<file path="config.mk">
export PLATFORM = sky130hd
export DESIGN_NAME = sat_ctrl
export DESIGN_NICKNAME = d
export VERILOG_FILES = /design/src/sat_pkg.sv /design/src/sat_ctrl.sv
export SDC_FILE = /design/constraint.sdc
export NUM_CORES = 1
export LEC_CHECK = 0
export ABC_AREA = 0
export ABC_CLOCK_PERIOD_IN_PS = 1400
export BUFFER_PORTS_ARGS = -buffer_cell sky130_fd_sc_hd__buf_2
export CORE_UTILIZATION = 25
export DETAILED_ROUTE_END_ITERATION = 8
export PLACE_DENSITY_LB_ADDON = 0.12
export SYNTH_ARGS = -nofsm -noshare
export SYNTH_HDL_FRONTEND = slang
export SYNTH_SLANG_ARGS = --single-unit
</file>
<file path="constraint.sdc">
create_clock -name clk -period 1.4 [get_ports clk]
set_input_delay 0.28 -clock clk [delete_from_list [all_inputs] [get_ports clk]]
set_output_delay 0.28 -clock clk [all_outputs]
set_load 0.02 [all_outputs]
</file>
<file path="src/sat_pkg.sv">
// Shared types and constants for the sorted address table.
// Holds field widths, request and status codes, and the controller/datapath
// command and status structs. Depends on nothing.
package sat_pkg;

  localparam int CAPACITY_DEF = 512;

  localparam int ADDR_W  = 32;
  localparam int FLAG_W  = 4;
  localparam int KIND_W  = 2;
  localparam int ST_W    = 3;
  localparam int INDEX_W = 9;
  localparam int COUNT_W = 10;

  localparam logic [KIND_W-1:0] REQ_INSERT = 2'd0;
  localparam logic [KIND_W-1:0] REQ_DELETE = 2'd1;
  localparam logic [KIND_W-1:0] REQ_LOOKUP = 2'd2;

  localparam logic [ST_W-1:0] ST_INSERTED = 3'd0;
  localparam logic [ST_W-1:0] ST_PRESENT  = 3'd1;
  localparam logic [ST_W-1:0] ST_FULL     = 3'd2;
  localparam logic [ST_W-1:0] ST_DELETED  = 3'd3;
  localparam logic [ST_W-1:0] ST_DEL_MISS = 3'd4;
  localparam logic [ST_W-1:0] ST_HIT      = 3'd5;
  localparam logic [ST_W-1:0] ST_MISS     = 3'd6;

  typedef struct packed {
    logic            load_req;
    logic            srch_rd;
    logic            srch_upd;
    logic            chk_rd;
    logic            chk_eval;
    logic            up_init;
    logic            up_rd;
    logic            up_wr;
    logic            up_fin;
    logic            dn_init;
    logic            dn_rd;
    logic            dn_wr;
    logic            dn_fin;
    logic            out_load;
    logic [ST_W-1:0] st;
  } sat_cmd_t;

  typedef struct packed {
    logic search_more;
    logic found;
    logic is_insert;
    logic is_delete;
    logic full;
    logic up_more;
    logic dn_more;
    logic out_busy;
  } sat_sts_t;

endpackage

</file>
<file path="src/sat_ctrl.sv">
// Controller state machine for the sorted address table.
// Sequences search, presence check, entry shifting and result hand-off.
// Depends on sat_pkg.
module sat_ctrl (
  input  logic               clk,
  input  logic               rst,
  input  logic               in_valid,
  output logic               in_stall,
  input  sat_pkg::sat_sts_t  sts,
  output sat_pkg::sat_cmd_t  cmd
);
  import sat_pkg::*;

  typedef enum logic [3:0] {
    IDLE, S_RD, S_CMP, C_EVAL, DECIDE, UP_RD, UP_WR, DN_RD, DN_WR, FINISH
  } state_t;

  state_t          state, state_next;
  logic [ST_W-1:0] st_code, st_code_next;

  always_comb begin
    cmd          = '0;
    cmd.st       = st_code;
    state_next   = state;
    st_code_next = st_code;
    in_stall     = (state != IDLE);
    unique case (state)
      IDLE: begin
        if (in_valid) begin
          cmd.load_req = 1'b1;
          state_next   = S_RD;
        end
      end
      S_RD: begin
        if (sts.search_more) begin
          cmd.srch_rd = 1'b1;
          state_next  = S_CMP;
        end else begin
          cmd.chk_rd = 1'b1;
          state_next = C_EVAL;
        end
      end
      S_CMP: begin
        cmd.srch_upd = 1'b1;
        state_next   = S_RD;
      end
      C_EVAL: begin
        cmd.chk_eval = 1'b1;
        state_next   = DECIDE;
      end
      DECIDE: begin
        priority if (sts.is_insert) begin
          priority if (sts.found) begin
            st_code_next = ST_PRESENT;
            state_next   = FINISH;
          end else if (sts.full) begin
            st_code_next = ST_FULL;
            state_next   = FINISH;
          end else begin
            cmd.up_init = 1'b1;
            state_next  = UP_RD;
          end
        end else if (sts.is_delete) begin
          if (sts.found) begin
            cmd.dn_init = 1'b1;
            state_next  = DN_RD;
          end else begin
            st_code_next = ST_DEL_MISS;
            state_next   = FINISH;
          end
        end else begin
          st_code_next = sts.found ? ST_HIT : ST_MISS;
          state_next   = FINISH;
        end
      end
      UP_RD: begin
        if (sts.up_more) begin
          cmd.up_rd  = 1'b1;
          state_next = UP_WR;
        end else begin
          cmd.up_fin   = 1'b1;
          st_code_next = ST_INSERTED;
          state_next   = FINISH;
        end
      end
      UP_WR: begin
        cmd.up_wr  = 1'b1;
        state_next = UP_RD;
      end
      DN_RD: begin
        if (sts.dn_more) begin
          cmd.dn_rd  = 1'b1;
          state_next = DN_WR;
        end else begin
          cmd.dn_fin   = 1'b1;
          st_code_next = ST_DELETED;
          state_next   = FINISH;
        end
      end
      DN_WR: begin
        cmd.dn_wr  = 1'b1;
        state_next = DN_RD;
      end
      FINISH: begin
        if (!sts.out_busy) begin
          cmd.out_load = 1'b1;
          state_next   = IDLE;
        end
      end
      default: begin
        state_next = IDLE;
      end
    endcase
  end

  always_ff @(posedge clk) begin
    if (rst) begin
      state   <= IDLE;
      st_code <= ST_INSERTED;
    end else begin
      state   <= state_next;
      st_code <= st_code_next;
    end
  end

endmodule

</file>
=== Yosys cells after proc, flatten, opt, wreduce, memory -nomap -nowiden ===
Index checks and enable logic that the tools add are counted.

* $add $sub $neg: 0
* Multiply operators: 0
* Divide/modulo/power cells: 0
* Magnitude comparators: 0
* Equal/unequal tests: 15
* Shifts and indexed selects: 0
* Muxes and demuxes: 48
* Bitwise logic cells: 0
* Reductions and logical operators: 5

{| class="wikitable"
|+ Operator list
! kind !! count
|-
| $pmux W4 S10 || 1
|-
| $mux W4 || 8
|-
| $mux W1 || 30
|-
| $mux W3 || 7
|-
| $eq A4 B3 Y1 const B || 4
|-
| $pmux W3 S3 || 1
|-
| $eq A4 B2 Y1 const B || 2
|-
| $eq A4 B4 Y1 const B || 2
|-
| $ne A2 B2 Y1 const B || 4
|-
| $ne A4 B4 Y1 const B || 2
|-
| $reduce_and A5 Y1 || 1
|-
| $eq A4 B1 Y1 const B || 1
|-
| $logic_not A4 Y1 || 1
|-
| $reduce_bool A4 Y1 || 1
|-
| $reduce_bool A3 Y1 || 1
|-
| $mux W2 || 1
|-
| $reduce_and A2 Y1 || 1
|}

* Register bits: 7
* Latch bits: 0
* RAM bits: 0
* ROM bits: 0
* Input bits: 11
* Output and inout bits: 18
* Word-level logic and storage cells: 70
* Memories: 0

=== Logic depth before layout (Yosys ltp) ===
Gate-level depths: netlist of the first run.

* Depth in word-level cells: 4
* Depth in mapped cells: 5
* Gate-level depth less buffers: 4

=== Worst setup path before layout of the first run ===
No wires, ideal clock.

* Kind: flip-flop to output port
* Start: register state[1]
* End: output port cmd[13] (netlist bit)
* Data arrival time: 1353 ps
* Required time: 1120 ps
* Slack: -233 ps
* Stages on the path, launching flop included: 5
* Buffers on the path: 1
* Path through: dfxtp_1 > clkbuf_1 > inv_2 > nand2_1 > nor4_1

{| class="wikitable"
|+ RTL lines
! what !! RTL line !! text
|-
| start, declared || sat_ctrl.sv:18 || <nowiki>state_t state, state_next;</nowiki>
|-
| start signal, assigned || sat_ctrl.sv:121 || <nowiki>state <= state_next;</nowiki>
|-
| end, declared || sat_ctrl.sv:10 || <nowiki>output sat_pkg::sat_cmd_t cmd</nowiki>
|}

==> summary.md, run 1 <==
| Metric | Value |
|---|---|
| Post-DP HPWL | 1.60 mm |
| Vias in the first global route | 804 |
| Post-synth EDFFs | 0 |
| Dpl ws | -192 ps |
| Clock buffer depth | 2 |
| Fraction of layout cells with a size suffix above 1 | 68.1% |
| Max FO, Critical Path | 8 |
| Hold Crit Class | input pin to register |
| WP data required | 1120 ps |
| CP Class | register to output port |
| First-pass GRT wire length | 3.68 mm |
| Fmax | 625 MHz |
| # Max-Cap Violations | 0 |
| Area of the multi-input gates | 636 µm² |
| Ys Warns | 0 |
| Worst Hold Slack | 320 ps |
| Chip height | 52.6 µm |
| Placer congestion estimate | 0.840 |
| Register Area | 155 µm² |
| Largest net degree at the start of global routing | 9 |
| First drt pass iteration count | 4 |
| H-Tree Depth | 1 |
| Tot Pwr | 0.756 mW |
| Unrepaired setup endpoints after global routing | true |
| I/O pin total | 29 |
| Post-synth top area share | 21.9% |
| Netlist Area Pre-Place | 639 µm² |
| Distinct cells, synth | 39 |
| Final setup fails | 21 |
| Remaining DRCs | 0 |
| Final Slew Violations | 0 |
| Area grow syn2layout | 112% |
| Worst slew pin tran | 602 ps |
| Syn nets | 93 |
| Gr usage total | 18.6% |
| Cell area after placement | 932 µm² |
| WP data arrival | 1320 ps |
| Antenna Cells | 0 |
| Drt initial violations | 24 |
| Nature of the critical path endpoint | output port |
| Minimum clock period | 1600 ps |
| Sink Count | 7 |
| Post-cts hold buffer count | 0 |
| Worst Reg-to-Reg Cells | 5 |
| Startpoint types | register |
| # nets final | 150 |
| CTS tree | yes |
| IO buf count | 28 |
| Syn Area/Cell | 7.80 µm² |
| Routed length per instance | 14.3 µm |
| Violated checks | negative setup slack |
| Post-route cell area | 0.00136 mm² |
| Vias per inst | 5.19 |
| Slew headroom | 59.7% |
| Chip width | 52.6 µm |
| Setup TNS Final | -2650 ps |
| Clock-pin slew on the worst setup and hold paths | 60 ps |
| Synth Flop Type | dfxtp_1 |
| Core Util, Final | 58.5% |
| Hold Vio Cnt, Final | 0 |
| Core box area | 0.00232 mm² |
| Gr ovfl total | 0 |
| Routed via count | 861 |
| Leakage | 0.570 nW |
| Sequential fraction of the synthesis area | 21.9% |
| Post-route setup slack | -200 ps |
| Cells after synthesis | 82 |
| Row count | 17 |
| Starting Density | 27.6% |
| Placed instance count | 151 |
| Async SR Flop Fraction | 0% |
| Power Density | 557 mW/mm² |
| WL final | 2.37 mm |
| Outcome | complete, but fails checks |
| Die ar. | 0.00276 mm² |
| Fillers | 195 |
| #FFs+latches synth | 7 |
| Worst-skew pair later-pin latency | 260 ps |
| Hold depth | 2 |
| Layout Cells excl Fill | 166 |
| Antenna Nets Post-Route | 0 |
| CTS Buf Count | 3 |
| Clock root buffer | clkbuf_4 |
| Top cells by area, synth | dfxtp_1, nor2_1, a2111oi_4, o31a_1, and3_1 |
| VDD IR-drop max | 378 µV |
| Final Cycle Share | 114% |
| Clock skew | 1.28 ps |
| Top cell type by total area after synthesis | dfxtp_1 |
| Initial antenna violation count | 0 |
worst paths after layout:
check                                start    endpoint  slack (ps)
worst min-delay path                   rst  st_code[0]         320
worst min register to register  st_code[1]  st_code[1]         520
worst max register to register    state[0]  st_code[0]        -150
worst max-delay path              state[1]     cmd[16]        -200
placed cells by master, fill, tap and decap left out, drive strengths merged:
cell and count:
a2111oi 1, a211o 1, a211oi 1, a21oi 4, a2bb2oi 1, a31oi 2, and2 1, and3 4
and3b 1, and4bb 1, buf 57, clkbuf 4, dfxtp 7, inv 5, nand2 3, nand2b 3
nand3 2, nand3b 1, nand4b 1, nor2 10, nor2b 3, nor3 5, nor3b 3, nor4 1
nor4b 2, o211ai 1, o21a 1, o21ai 2, o22ai 1, o31a 3, o41ai 1, or2b 1
or3 3, or4b 1
cell families (layout without fill, tap and decap cells):
family                 Yosys count  in the layout  share of synthesized area, %
and+or+nand+nor                 46             46                          45.8
AOI/OAI and AO/OA               19             19                          24.9
DFF                              7              7                          21.9
buffers and inverters           10             66                          7.44
worst max-delay path, stage by stage, from the launching register on:
cell and delay, ps:
dfxtp_4 370, buf_6 150, nor2_1 130, buf_4 130, and3_1 160, buf_6 120
cells in the mapped netlist, drive strengths merged, types with 2 or more instances:
| master | instances |
|---|---|
| nor3b | 3 |
| dfxtp | 7 |
| nor4b | 2 |
| nor3 | 5 |
| nand3 | 2 |
| and3 | 4 |
| nand2 | 3 |
| a31oi | 2 |
| nor2 | 10 |
| inv | 5 |
| buf | 3 |
| clkbuf | 2 |
| nand2b | 3 |
| a21oi | 4 |
| o21ai | 2 |
| or3 | 3 |
| o31a | 3 |
| nor2b | 3 |
sequential cells by signal (all words and copies together), names as in the netlist:
signal / count
state: 4
st_code: 3
routing by layer:
metal	vias up	track usage, %	wire length [µm]
met1	404	23.0	964
li1	416	-	-
met3	2	5.22	143
met2	39	32.3	1240
met5	-	0	0
met4	0	2.63	21
cell type report:
| class | instances | area share (%) |
|---|---|---|
| clock buffer | 4 | 1.94 |
| inverter | 5 | 1.57 |
| multi-input combinational | 65 | 46.9 |
| sequential | 7 | 11.4 |
| tap | 28 | 2.58 |
| timing repair buffer | 57 | 35.6 |
repair_timing:
| item | 4_1_cts | 5_1_grt |
|---|---|---|
| endpoints found under the setup margin | 21 | 22 |
| resized for setup | 47 | 36 |
| buffers inserted | 9 | 4 |
| cloned | 0 | 0 |
| pin swaps | 14 | 12 |
power by group:
group          switching [mW]  leakage [nW]  internal [mW]
clock network          0.0846        0.0150          0.109
registers              0.0121        0.0597          0.206
logic                   0.173         0.495          0.171
total                   0.269         0.570          0.487
No activity file was read; power rests on OpenSTA's default activity.
==> inputs of run 2 (changes only) <==
--- a/config.mk
+++ b/config.mk
@@ -8,9 +8,13 @@
 export ABC_AREA = 0
 export ABC_CLOCK_PERIOD_IN_PS = 1400
 export BUFFER_PORTS_ARGS = -buffer_cell sky130_fd_sc_hd__buf_2
+export CELL_PAD_IN_SITES_DETAIL_PLACEMENT = 0
+export CELL_PAD_IN_SITES_GLOBAL_PLACEMENT = 1
+export CORE_MARGIN = 5
 export CORE_UTILIZATION = 25
 export DETAILED_ROUTE_END_ITERATION = 8
 export PLACE_DENSITY_LB_ADDON = 0.12
+export SETUP_SLACK_MARGIN = 0.1
 export SYNTH_ARGS = -nofsm -noshare
 export SYNTH_HDL_FRONTEND = slang
 export SYNTH_SLANG_ARGS = --single-unit
==> summary.md, run 2 (synthesized netlist as in run 1, its figures left out) <==
| Metric | Value |
|---|---|
| Setup TNS Final | -2550 ps (+94.8 ps) |
| Minimum clock period | 1590 ps (-7.05 ps) |
| Hold Path Sink | st_code[2] |
| Starting Density | 26.0% (-1.5 points) |
| Routed via count | 897 (+4.2%) |
| WL final | 2.45 mm (+3.1%) |
| Placer congestion estimate | 0.788 (-6.2%) |
| H-Tree Depth | 1 (unchanged) |
| Power Density | 536 mW/mm² (-3.7%) |
| Largest net degree at the start of global routing | 9 (unchanged) |
| Initial antenna violation count | 0 (unchanged) |
| Gr ovfl total | 0 (unchanged) |
| CP Class | register to output port |
| Fraction of layout cells with a size suffix above 1 | 76.0% (+7.9 points) |
| Vias per inst | 4.88 (-6.0%) |
| CTS tree | yes |
| Clock buffer depth | 2 (unchanged) |
| Row count | 18 (+1) |
| Outcome | complete, but fails checks |
| R2R Setup Slk | -160 ps (about the same) |
| # nets final | 166 (+11%) |
| Area grow syn2layout | 142% |
| Antenna Nets Post-Route | 0 (unchanged) |
| Final Slew Violations | 0 (unchanged) |
| Chip height | 60.6 µm (+15%) |
| Fmax | 628 MHz (+0.44%) |
| Vias in the first global route | 946 (+18%) |
| Leakage | 0.662 nW (+16%) |
| VDD IR-drop max | 413 µV (+9.4%) |
| CTS Buf Count | 3 (unchanged) |
| Fillers | 213 (+9.2%) |
| Area of the multi-input gates | 667 µm² (+4.9%) |
| Flip-flop count of the largest register after layout | 4 (unchanged) |
| Most flops, register | state |
| Post-DP HPWL | 1.78 mm (+11%) |
| Gr usage total | 15.1% (-3.5 points) |
| Tot Pwr | 0.829 mW (+9.7%) |
| Max FO, Critical Path | 5 (-3) |
| First-pass GRT wire length | 4.18 mm (+14%) |
| Unrepaired setup endpoints after global routing | true |
| WP data required | 1120 ps (about the same) |
| Antenna Cells | 0 (unchanged) |
| First drt pass iteration count | 4 (unchanged) |
| Most frequent cells in the layout | buf_4, buf_6, buf_2 |
| I/O pin total | 29 (unchanged) |
| IO buf count | 28 (unchanged) |
| Clock-pin slew on the worst setup and hold paths | 60 ps (about the same) |
| Chip width | 60.6 µm (+15%) |
| Startpoint types | register |
| Die ar. | 0.00367 mm² (+33%) |
| Clock root buffer | clkbuf_4 |
| Commonest non-fill, non-tap cell in the layout | buf_4 |
| Post-cts hold buffer count | 0 (unchanged) |
| Worst Reg-to-Reg Cells | 7 (+2) |
| Nature of the critical path endpoint | output port |
| Hold Crit Class | input pin to register |
| Remaining DRCs | 0 (unchanged) |
| Hold path start | sts[5] |
| Worst slew pin tran | 286 ps (-316 ps) |
| Worst R2R Start | state[0] |
| Clock skew | 10.3 ps (+8.98 ps) |
| Hold Vio Cnt, Final | 0 (unchanged) |
| Slew headroom | 80.7% (+21 points) |
| Drt initial violations | 4 (-83%) |
| Routed length per instance | 13.3 µm (-7.0%) |
| # Max-Cap Violations | 0 (unchanged) |
| Final Cycle Share | 114% (-0.50 points) |
| Post-route setup slack | -193 ps (+7.05 ps) |
| Register Area | 155 µm² (unchanged) |
| R2r endpoint | st_code[2] |
| Final setup fails | 21 (unchanged) |
| Hold depth | 3 (+1) |
| Sink Count | 7 (unchanged) |
| Worst-skew pair later-pin latency | 260 ps (about the same) |
| Core box area | 0.00245 mm² (+5.9%) |
| WP data arrival | 1310 ps (about the same) |
| Largest registers in the final layout | state (4), st_code (3) |
| Violated checks | negative setup slack |
==> run 2: layer usage <==
layer / GRT usage, % / vias to the layer above / wire length (µm)
met5: 0 / - / 0
met4: 4.33 / 0 / 10
met3: 1.49 / 2 / 91
met2: 28.5 / 22 / 1330
met1: 17.7 / 419 / 1010
li1: - / 454 / -
==> run 2: cell type report <==
type / instances / share of cell area [%]
Inverter: 5 / 1.54
Timing Repair Buffer: 73 / 41.1
Multi-Input combinational cell: 65 / 43.2
Sequential cell: 7 / 10.0
Clock buffer: 4 / 1.70
Tap cell: 30 / 2.43
==> run 2: critical path, stage by stage (launching register included) <==
cell and delay (ps):
dfxtp_4 380, or2b_4 280, buf_6 130, nor3_2 100
buf_4 160
==> run 2: what timing repair did <==
item                       4_1_cts  5_1_grt
buffers inserted                17        3
pin swaps                       15       10
setup endpoints to repair       21       21
gates resized for setup         59       25
==> run 2: report_power, final <==
part           internal [mW]  switching [mW]
sequential             0.206          0.0228
combinational          0.228           0.180
clock                  0.109          0.0827
==> run 2: how the worst max path moves through the flow <==
stage | slack (ps) | startpoint | to | depth (start not counted)
after global routing | -260 | state[3] | cmd[7] | 3
after global placement | -70 | state[2] | state[2] | 4
final | -190 | state[2] | cmd[10] | 4
after CTS | -200 | state[3] | cmd[7] | 3
after detailed placement | -130 | state[0] | st_code[2] | 5
after floorplan | -40 | state[0] | st_code[2] | 5
==> run 2: metrics by stage <==
stage	hold WS [ps]	setup WS, ps	std cells	area [µm²]	util [%]
floorplan	350	-36.8	82	728	-
global placement	516	-70.9	160	1050	42.8
detailed placement	506	-134	160	1050	42.8
CTS	318	-199	181	1420	57.8
global route	325	-258	184	1550	62.9
finish	326	-193	184	1550	62.9
